### config.mk
export PLATFORM = sky130hd
export DESIGN_NAME = hlt_ctrl
export DESIGN_NICKNAME = d
export VERILOG_FILES = /design/src/rtl/hlt_pkg.sv /design/src/rtl/hlt_ctrl.sv
export SDC_FILE = /design/constraint.sdc
export NUM_CORES = 1
export LEC_CHECK = 0
export BUFFER_PORTS_ARGS = -buffer_cell sky130_fd_sc_hd__buf_2
export CORE_AREA = 3 3 40 42
export DETAILED_ROUTE_END_ITERATION = 12
export DIE_AREA = 0 0 43 45
export PLACE_DENSITY = 0.38
export SYNTH_ARGS = -nofsm -noshare
export SYNTH_HDL_FRONTEND = slang
export SYNTH_SLANG_ARGS = --single-unit
### constraint.sdc
create_clock -name clk -period 1.4 [get_ports clk]
set_input_delay 0.07 -clock clk [delete_from_list [all_inputs] [get_ports clk]]
set_output_delay 0.07 -clock clk [all_outputs]
set_load 0.03 [all_outputs]
### src/rtl/hlt_pkg.sv
// shared types and constants of the heartbeat liveness table
// no dependencies
package hlt_pkg;

	localparam int DEPTH     = 256;
	localparam int IDX_W     = $clog2(DEPTH);
	localparam int CNT_W     = $clog2(DEPTH + 1);
	localparam int ID_W      = 32;
	localparam int TIME_W    = 32;
	localparam int BEAT_W    = 32;
	localparam int TMO_W     = 16;
	localparam int SLOT_W    = 8;
	localparam int USER_W    = 2;
	localparam int S_DATA_W  = 64;
	localparam int M_FIELD_W = SLOT_W + BEAT_W + 3 * CNT_W;
	localparam int M_DATA_W  = ((M_FIELD_W + 7) / 8) * 8;
	localparam int M_PAD_W   = M_DATA_W - M_FIELD_W;

	localparam logic [TMO_W-1:0] TIMEOUT_RESET = TMO_W'(30);

	typedef enum logic [1:0] {
		REQ_REGISTER  = 2'd0,
		REQ_HEARTBEAT = 2'd1,
		REQ_QUERY     = 2'd2,
		REQ_SCAN      = 2'd3
	} req_e_t;

	typedef enum logic [1:0] {
		OUT_DONE      = 2'd0,
		OUT_ADDED     = 2'd1,
		OUT_FULL      = 2'd2,
		OUT_NOT_FOUND = 2'd3
	} outcome_e_t;

	typedef struct packed {
		logic [BEAT_W-1:0] beats;
		logic [TIME_W-1:0] last_seen;
		logic [ID_W-1:0]   id;
	} entry_t;

	typedef struct packed {
		logic ready;
		logic start;
		logic walk;
		logic update;
		logic load;
	} cmd_t;

	typedef struct packed {
		req_e_t req;
		logic   empty;
		logic   hit;
		logic   walk_end;
		logic   out_free;
	} stat_t;

endpackage

### src/rtl/hlt_ctrl.sv
// sequencer of the liveness table: accept, walk, update, deliver
// depends on hlt_pkg
module hlt_ctrl (
	input  logic          clk,
	input  logic          arst_n,
	input  logic          s_tvalid,
	input  hlt_pkg::stat_t stat,
	output hlt_pkg::cmd_t  cmd
);
	import hlt_pkg::*;

	typedef enum logic [2:0] {
		S_IDLE,
		S_SETUP,
		S_WALK,
		S_UPDATE,
		S_DONE
	} state_t;

	state_t state_q;
	logic   lookup;

	assign lookup = (stat.req == REQ_REGISTER) || (stat.req == REQ_HEARTBEAT);

	always_comb begin
		cmd.ready  = (state_q == S_IDLE);
		cmd.start  = (state_q == S_IDLE) && s_tvalid;
		cmd.walk   = (state_q == S_WALK);
		cmd.update = (state_q == S_UPDATE);
		cmd.load   = (state_q == S_DONE) && stat.out_free;
	end

	always_ff @(posedge clk or negedge arst_n) begin
		if (!arst_n) begin
			state_q <= S_IDLE;
		end else begin
			unique case (state_q)
				S_IDLE: begin
					if (s_tvalid) state_q <= S_SETUP;
				end
				S_SETUP: begin
					unique case (stat.req)
						REQ_QUERY: state_q <= S_DONE;
						REQ_SCAN:  state_q <= stat.empty ? S_DONE : S_WALK;
						default:   state_q <= stat.empty ? S_UPDATE : S_WALK;
					endcase
				end
				S_WALK: begin
					if (lookup) begin
						if (stat.hit || stat.walk_end) state_q <= S_UPDATE;
					end else if (stat.walk_end) begin
						state_q <= S_DONE;
					end
				end
				S_UPDATE: state_q <= S_DONE;
				S_DONE: begin
					if (stat.out_free) state_q <= S_IDLE;
				end
				default: state_q <= S_IDLE;
			endcase
		end
	end

endmodule

==> reports/qor.yml, run 1 <==
run_status:
  status: "complete, no violations"
drt:
  drt-total-wl_um: 605
  ant_nets: 0
  dr.first_iter.drc_count: 5
  num_vias: 252
  wl_per_cell_um: 10.4
  drc: 0
  viasPerCell: 4.34
  drt_first_pass_iters: 2
worst_setup_path:
  timing.critical_path.buf_inv: 2
  crit_family: "flip-flops"
  regToRegSetupSlack_ns: 0.33
  worstPathMaxFanout: 9
  cp.required_ns: 1.33
  cp_cell_sequence: "inv_2 -> nor3b_1 -> buf_2"
  reg2reg_from: "state_q[0]$_DFFE_PN0P_"
  arrival_ns: 1.24
  max_stage_delay_ns: 0.50
  endpoint_kind: "output pin"
  critPathKind: "register to output pin"
  slowest_stage: "dfrtp_1"
  critPathLaunchType: "register"
  reg2reg_to: "state_q[0]$_DFFE_PN0P_"
  r2r_cells: 3
placed_design:
  place.gp.congestion: 0.686
  portBuffers: 13
  hpwl_um: 512
  pre_cts_slack_ns: 0.320
floorplanning:
  die_h_um: 45
  start_util_pct: 19.6
  core_um2: 1280
  die-width_um: 43
  dieArea_um2: 1940
  pin_count: 14
  rows: 13
logic_synthesis:
  ys.flop_type: "dfrtp_1"
  syn-num-nets: 36
  syn_avg_cell_area_um2: 9.31
  synth_edf_count: 0
  postSynth.asyncResetShare_pct: 100
  ys_seq_area_share_pct: 29.9
  netlist_area_um2: 251
  synth_cell_types: 20
  ys_warn_count: 0
  synth_seq_cells: 3
  syn_inst: 27
global_route:
  grt_max_degree: 10
  antenna_found_initial: 0
  grt_pass1_wl_mm: 1.05
  first_global_vias: 253
  grt_util_all_layers_pct: 7.26
  grt_overflow: 0
final_layout:
  regMostFlops: "state_q"
  synthToLayoutAreaGrowth_pct: 42.3
  antenna_cells: 0
  drive_above_1_share_pct: 51.2
  largest_reg_flops: 3
  nets: 53
  fillers: 149
  top_regs: "state_q (3)"
  layout_commonest_cell: "buf_2"
  most-common-layout-cells: "buf_2, clkbuf_4, dfrtp_1"
timing:
  finalClockSkew_ns: 0.000390
  fin_crit_ns: 1.31
  maxSlewViolCount: 0
  worst_slew_pin_slew_ns: 0.293
  hold_violations: 0
  period_share_pct: 93.8
  grt_setup_unrepaired: "false"
  fmax_mhz: 762
  fin_tns_setup_ns: 0
  relSlewSlack_pct: 80.5
  finalSetupViolations: 0
  layout_setup_ws_ns: 0.0874
power:
  power_density_nw_per_um2: 1930
  p_leak_nw: 0.177
  peakVddDrop_v: 0.000541
run:
  drv_cap: 0
clock_tree:
  cts-root-buf: "clkbuf_4"
  path_clk_slew_ns: 0.04
  cts_tree: "yes"
  cts_buffer_depth: 2
  htreeDepth: 1
  clkLatencyLatePin_ns: 0.23
  cts-buffers-inserted: 3
  cts_resized: 0
  clock-sinks: 3
min_path:
  min_to: "state_q[2]$_DFFE_PN0P_"
  hold_path_class: "primary input to register"
  min_from: "stat[0]"
  hold_depth: 2
-- cell usage after synthesis (all sizes together) (2+ instances only) --
master	instances	area (um^2)
a21oi	2	10.0
buf	2	18.8
dfrtp	3	75.1
nand2	2	7.51
nand2b	2	27.5
nor2	2	7.51
nor3	2	15.0
nor3b	2	15.0
-- metal layers --
metal | vias to the layer above | global-route usage (%) | routed length (um)
met4 | 0 | 1.81 | 0
met2 | 12 | 10.5 | 259
met3 | 0 | 4.78 | 66
met5 | - | 0 | 0
met1 | 111 | 8.96 | 280
li1 | 129 | - | -
-- layout make-up --
class	count	area [um^2]	share of cell area, %
Sequential cell	3	75.1	21.0
Multi-Input combinational cell	21	159	44.4
Clock buffer	4	26.3	7.34
Timing Repair Buffer	14	75.1	21.0
Inverter	1	3.75	1.05
Tap cell	15	18.8	5.24
-- what timing repair did --
item                                   in CTS  in global routing
hold buffers                                1                  0
endpoints found under the hold margin       3                  0
setup buffers                               0                  0
-- through the flow --
step                instances  power (mW)  hold slack (ns)  util [%]  cell area (um^2)
finish                     58       0.692           0.0518      27.8               358
global route               58       0.752           0.0515      27.8               358
CTS                        58       0.708           0.0435      27.8               358
detailed placement         53       0.547           -0.131      25.0               322
global placement           53       0.549           -0.132      25.0               322
floorplan                  27       0.489           -0.226         -               256
-- cells by family (layout without fill, tap and decap cells) --
logic type      Yosys count  count (layout)  share of synthesized area (%)
buf+inv                   3              19                           8.95
simple gates             13              13                           36.3
flops                     3               3                           29.8
compound gates            8               8                           24.9
-- power breakdown --
group | total [mW] | switching, mW | internal [mW]
logic | 0.342 | 0.200 | 0.143
clock network | 0.149 | 0.0426 | 0.107
registers | 0.200 | 0.0797 | 0.121
total | 0.692 | 0.322 | 0.370
-- worst max-delay path by stage --
stage,startpoint,to,slack (ns),cells past startpoint
after floorplan,state_q[1]$_DFFE_PN0P_,cmd[3],0.0003,3
after global placement,state_q[0]$_DFFE_PN0P_,state_q[0]$_DFFE_PN0P_,0.32,3
after detailed placement,state_q[0]$_DFFE_PN0P_,state_q[0]$_DFFE_PN0P_,0.32,3
after CTS,state_q[0]$_DFFE_PN0P_,cmd[1],0.06,3
after global routing,state_q[0]$_DFFE_PN0P_,cmd[1],0.005,3
final,state_q[0]$_DFFE_PN0P_,cmd[1],0.09,3
Note: power is estimated with default switching activity, not from simulation.
==> run 2: changes to the inputs <==
--- a/config.mk
+++ b/config.mk
@@ -5,11 +5,11 @@
 export SDC_FILE = /design/constraint.sdc
 export NUM_CORES = 1
 export LEC_CHECK = 0
-export BUFFER_PORTS_ARGS = -buffer_cell sky130_fd_sc_hd__buf_2
+export BUFFER_PORTS_ARGS = -buffer_cell sky130_fd_sc_hd__buf_4
 export CORE_AREA = 3 3 40 42
 export DETAILED_ROUTE_END_ITERATION = 12
 export DIE_AREA = 0 0 43 45
-export PLACE_DENSITY = 0.38
+export PLACE_DENSITY = 0.39
 export SYNTH_ARGS = -nofsm -noshare
 export SYNTH_HDL_FRONTEND = slang
 export SYNTH_SLANG_ARGS = --single-unit
==> constraint.sdc (replaced) <==
create_clock -name clk -period 1.2 [get_ports clk]
set_input_delay 0.06 -clock clk [delete_from_list [all_inputs] [get_ports clk]]
set_output_delay 0.06 -clock clk [all_outputs]
set_load 0.03 [all_outputs]
==> reports/qor.yml, run 2 (same netlist as run 1, synthesis figures left out) <==
timing:
  maxSlewViolCount: 0  # unchanged
  grt_setup_unrepaired: "true"
  hold_violations: 0  # unchanged
  finalSetupViolations: 0  # unchanged
  period_share_pct: 99.6
  worst_hold_slack_ns: 0.0392  # -0.0126 ns
  fmax_mhz: 837
  finalClockSkew_ns: 0.00824  # +0.00785 ns
  fin_crit_ns: 1.19
  fin_tns_setup_ns: 0  # unchanged
  worst_slew_pin_slew_ns: 0.242  # -0.0509 ns
  relSlewSlack_pct: 83.9  # +3.4 points
clock_tree:
  cts-buffers-inserted: 3  # unchanged
  clock-sinks: 3  # unchanged
  cts_tree: "yes"
  htreeDepth: 1  # unchanged
  clkLatencyLatePin_ns: 0.23  # about the same
  cts-root-buf: "clkbuf_4"
  cts_buffer_depth: 2  # unchanged
  path_clk_slew_ns: 0.03  # about the same
floorplanning:
  die-width_um: 43  # unchanged
  pin_count: 14  # unchanged
  die_h_um: 45  # unchanged
  rows: 13  # unchanged
  dieArea_um2: 1940  # unchanged
  core_um2: 1280  # unchanged
  start_util_pct: 19.6  # unchanged
global_route:
  grt_max_degree: 7  # -3
  antenna_found_initial: 0  # unchanged
  grt_util_all_layers_pct: 7.92  # +0.67 points
  first_global_vias: 290  # +15%
  grt_overflow: 0  # unchanged
  grt_pass1_wl_mm: 1.19  # +13%
final_layout:
  regMostFlops: "state_q"
  largest_reg_flops: 3  # unchanged
  fillers: 133  # -11%
  nets: 57  # +7.5%
  fin_util_pct: 35.2  # +7.4 points
  most-common-layout-cells: "buf_4, clkbuf_4, dfrtp_2"
  regArea_um2: 78.8  # +5.0%
  layout_commonest_cell: "buf_4"
  synthToLayoutAreaGrowth_pct: 80.1
  antenna_cells: 0  # unchanged
  drive_above_1_share_pct: 70.2  # +19 points
  top_regs: "state_q (3)"
  multi_input_area_um2: 180  # +13%
worst_setup_path:
  arrival_ns: 1.13  # -0.11 ns
  slowest_stage: "dfrtp_2"
  max_stage_delay_ns: 0.44  # -0.06 ns
  endpoint_kind: "output pin"
  cp_cell_sequence: "nor3_4 -> and2_4 -> buf_6"
  cp.required_ns: 1.14  # -0.19 ns
  worstPathMaxFanout: 4  # -5
  regToRegSetupSlack_ns: 0.03  # -0.30 ns
  critPathKind: "register to output pin"
  critPathLaunchType: "register"
drt:
  drt-total-wl_um: 669  # +11%
  met2_length_um: 330  # +27%
  ant_nets: 0  # unchanged
  viasPerCell: 4.45  # +2.5%
  drc: 0  # unchanged
  wl_per_cell_um: 10.8  # +3.4%
  wl_met3_um: 56  # -15%
  drt_first_pass_iters: 2  # unchanged
  num_vias: 276  # +9.5%
  top_layer_used: "met3"
  wl_met1_um: 281  # +0.36%
  dr.first_iter.drc_count: 3  # -2
power:
  p_leak_nw: 0.210  # +19%
  power_density_nw_per_um2: 2270  # +17%
  peakVddDrop_v: 0.000556  # +2.9%
run_status:
  status: "complete, no violations"
placed_design:
  portBuffers: 13  # unchanged
  place.gp.congestion: 0.686  # about the same
run:
  drv_cap: 0  # unchanged
min_path:
  hold_path_class: "primary input to register"
## run 2: layer usage
layer	vias to the layer above	global-route usage, %
met5	-	0
met4	0	1.81
met3	0	4.38
met2	9	12.9
met1	127	9.20
li1	140	-
## run 2: worst paths after layout
check,start,endpoint,depth (start not counted)
setup / recovery,state_q[2]$_DFFE_PN0P_,cmd[3],3
hold / removal,stat[0],state_q[2]$_DFFE_PN0P_,2
setup reg to reg,state_q[0]$_DFFE_PN0P_,state_q[2]$_DFFE_PN0P_,4
hold reg to reg,state_q[2]$_DFFE_PN0P_,state_q[1]$_DFFE_PN0P_,2
max in group asynchronous,arst_n,state_q[2]$_DFFE_PN0P_,2
min in group asynchronous,arst_n,state_q[1]$_DFFE_PN0P_,2
## run 2: power by group
group	switching [mW]	internal, mW	total, mW
Clock	0.0557	0.125	0.181
Sequential	0.0876	0.149	0.237
Combinational	0.298	0.313	0.611
## run 2: final cells by class
cell class	count	area share (%)
Multi-Input combinational cell	21	39.8
Timing Repair Buffer	18	32.0
Clock buffer	4	5.80
Inverter	1	0.829
Tap cell	15	4.14
Sequential cell	3	17.4
## run 2: worst max-delay path: cells and delay by family (launching register included)
family,cells,cell delay (ns)
flops,1,0.44
simple gates,2,0.36
buf+inv,1,0.12
## run 2: metrics by stage
stage          instances  setup WS [ns]  cell area, um^2  total power, mW
2_1_floorplan         27        -0.0507              273            0.611
3_3_place_gp          53         0.0750              370            0.724
3_5_place_dp          53         0.0636              370            0.722
4_1_cts               61        -0.0125              437            0.980
5_1_grt               62        -0.0558              453             1.10
6_report              62        0.00508              453             1.03
## run 2: timing repair
action	in CTS	in global routing
cloned	0	0
hold buffers	1	0
buffers inserted	3	1
gates resized for setup	4	3
setup endpoints to repair	4	5
pin swaps	1	1
hold endpoints to repair	3	0
==> run 3: changes to the inputs <==
--- a/config.mk
+++ b/config.mk
@@ -10,6 +10,7 @@
 export DETAILED_ROUTE_END_ITERATION = 12
 export DIE_AREA = 0 0 43 45
 export PLACE_DENSITY = 0.39
+export RECOVER_POWER = 100
 export SYNTH_ARGS = -nofsm -noshare
 export SYNTH_HDL_FRONTEND = slang
 export SYNTH_SLANG_ARGS = --single-unit
==> reports/qor.yml, run 3 (same netlist as run 1, synthesis figures left out) <==
final_layout:
  top_regs: "state_q (3)"
  multi_input_area_um2: 180  # unchanged
  nets: 57  # unchanged
  synthToLayoutAreaGrowth_pct: 77.6
  largest_reg_flops: 3  # unchanged
  antenna_cells: 0  # unchanged
  layout_commonest_cell: "buf_4"
  regMostFlops: "state_q"
  regArea_um2: 78.8  # unchanged
  drive_above_1_share_pct: 68.1  # -2.1 points
  fillers: 136  # +2.3%
  most-common-layout-cells: "buf_4, clkbuf_4, dfrtp_2"
  final_cell_area_um2: 447  # -1.4%
drt:
  ant_nets: 0  # unchanged
  viasPerCell: 4.44  # -0.36%
  dr.first_iter.drc_count: 3  # unchanged
  drt-total-wl_um: 672  # +0.45%
  wl_per_cell_um: 10.8  # +0.45%
  num_vias: 275  # -0.36%
  drt_first_pass_iters: 2  # unchanged
  drc: 0  # unchanged
floorplanning:
  start_util_pct: 19.6  # unchanged
  die_h_um: 45  # unchanged
  dieArea_um2: 1940  # unchanged
  die-width_um: 43  # unchanged
  rows: 13  # unchanged
  pin_count: 14  # unchanged
  core_um2: 1280  # unchanged
global_route:
  grt_pass1_wl_mm: 1.19  # unchanged
  antenna_found_initial: 0  # unchanged
  grt_util_all_layers_pct: 7.92  # unchanged
  grt_max_degree: 7  # unchanged
  first_global_vias: 290  # unchanged
  grt_overflow: 0  # unchanged
clock_tree:
  htreeDepth: 1  # unchanged
  cts-buffers-inserted: 3  # unchanged
  path_clk_slew_ns: 0.03  # about the same
  cts-root-buf: "clkbuf_4"
  cts_buffer_depth: 2  # unchanged
  cts_tree: "yes"
  clkLatencyLatePin_ns: 0.23  # about the same
  clock-sinks: 3  # unchanged
placed_design:
  place_area_um2: 370  # unchanged
  place.gp.congestion: 0.686  # unchanged
  pre_cts_slack_ns: 0.0636  # unchanged
  portBuffers: 13  # unchanged
timing:
  fin_crit_ns: 1.20  # +0.0000902 ns
  finalClockSkew_ns: 0.00863  # +0.000391 ns
  period_share_pct: 99.6  # about the same
  relSlewSlack_pct: 83.9  # unchanged
  layout_setup_ws_ns: 0.00499  # -0.0000901 ns
  hold_violations: 0  # unchanged
  maxSlewViolCount: 0  # unchanged
  finalSetupViolations: 0  # unchanged
  worst_slew_pin_slew_ns: 0.242  # unchanged
  grt_setup_unrepaired: "true"
  fmax_mhz: 837  # about the same
worst_setup_path:
  critPathKind: "register to output pin"
  critPathLaunchType: "register"
  cp_cell_sequence: "nor3_4 -> and2_4 -> buf_6"
  cp.required_ns: 1.14  # about the same
  slowest_stage: "dfrtp_2"
  max_stage_delay_ns: 0.44  # about the same
  worstPathMaxFanout: 4  # unchanged
  arrival_ns: 1.14  # about the same
  endpoint_kind: "output pin"
min_path:
  hold_path_class: "primary input to register"
run:
  drv_cap: 0  # unchanged
power:
  power_density_nw_per_um2: 2290  # +0.73%
  peakVddDrop_v: 0.000556  # about the same
  p_leak_nw: 0.206  # -1.8%
run_status:
  status: "complete, no violations"
## run 3: repair_timing
item | 4_1_cts | 5_1_grt
setup buffers | 3 | 1
endpoints found under the setup margin | 4 | 5
hold buffers | 1 | 0
resized for setup | 4 | 3
hold endpoints to repair | 3 | 0
pin swaps | 1 | 1
## run 3: final cells by class
class	count	share of cell area (%)
multi-input cells	21	40.3
repair buffers	18	31.1
flip-flops and latches	3	17.6
clock buffers	4	5.88
well taps	15	4.20
inverters	1	0.840
## run 3: power by group
group          switching [mW]  internal, mW  total (mW)
sequential             0.0877         0.149       0.237
combinational           0.297         0.306       0.604
clock                  0.0561         0.125       0.181
## run 3: worst paths after layout
check	slack, ns	cells past startpoint	from	to
setup reg to reg	0.03	4	state_q[0]$_DFFE_PN0P_	state_q[2]$_DFFE_PN0P_
hold / removal	0.04	2	stat[0]	state_q[2]$_DFFE_PN0P_
max in group asynchronous	0.84	2	arst_n	state_q[2]$_DFFE_PN0P_
hold reg to reg	0.63	2	state_q[2]$_DFFE_PN0P_	state_q[1]$_DFFE_PN0P_
min in group asynchronous	0.17	2	arst_n	state_q[1]$_DFFE_PN0P_
setup / recovery	0.005	3	state_q[2]$_DFFE_PN0P_	cmd[3]
## run 3: per-layer routing
metal | vias up | part of all wire, % | global-route usage [%]
met4 | 0 | 0 | 1.81
li1 | 139 | - | -
met3 | 0 | 8.5 | 4.38
met1 | 127 | 42 | 9.20
met2 | 9 | 49 | 12.9
met5 | - | 0 | 0
## run 3: critical path, delay by kind of cell, from the launching register on
kind / cells / cell delay, ns
flops: 1 / 0.44
simple gates: 2 / 0.36
buf+inv: 1 / 0.12
## run 3: per-stage QoR
step	setup TNS (ns)	instances	hold WS [ns]	power, mW	utilization [%]
6_report	0	62	0.0392	1.02	34.8
5_1_grt	-0.123	62	0.0483	1.09	34.8
4_1_cts	-0.0182	61	0.0312	0.980	34.0
3_5_place_dp	0	53	-0.151	0.722	28.8
3_3_place_gp	0	53	-0.149	0.724	28.8
2_1_floorplan	-0.0507	27	-0.236	0.611	-
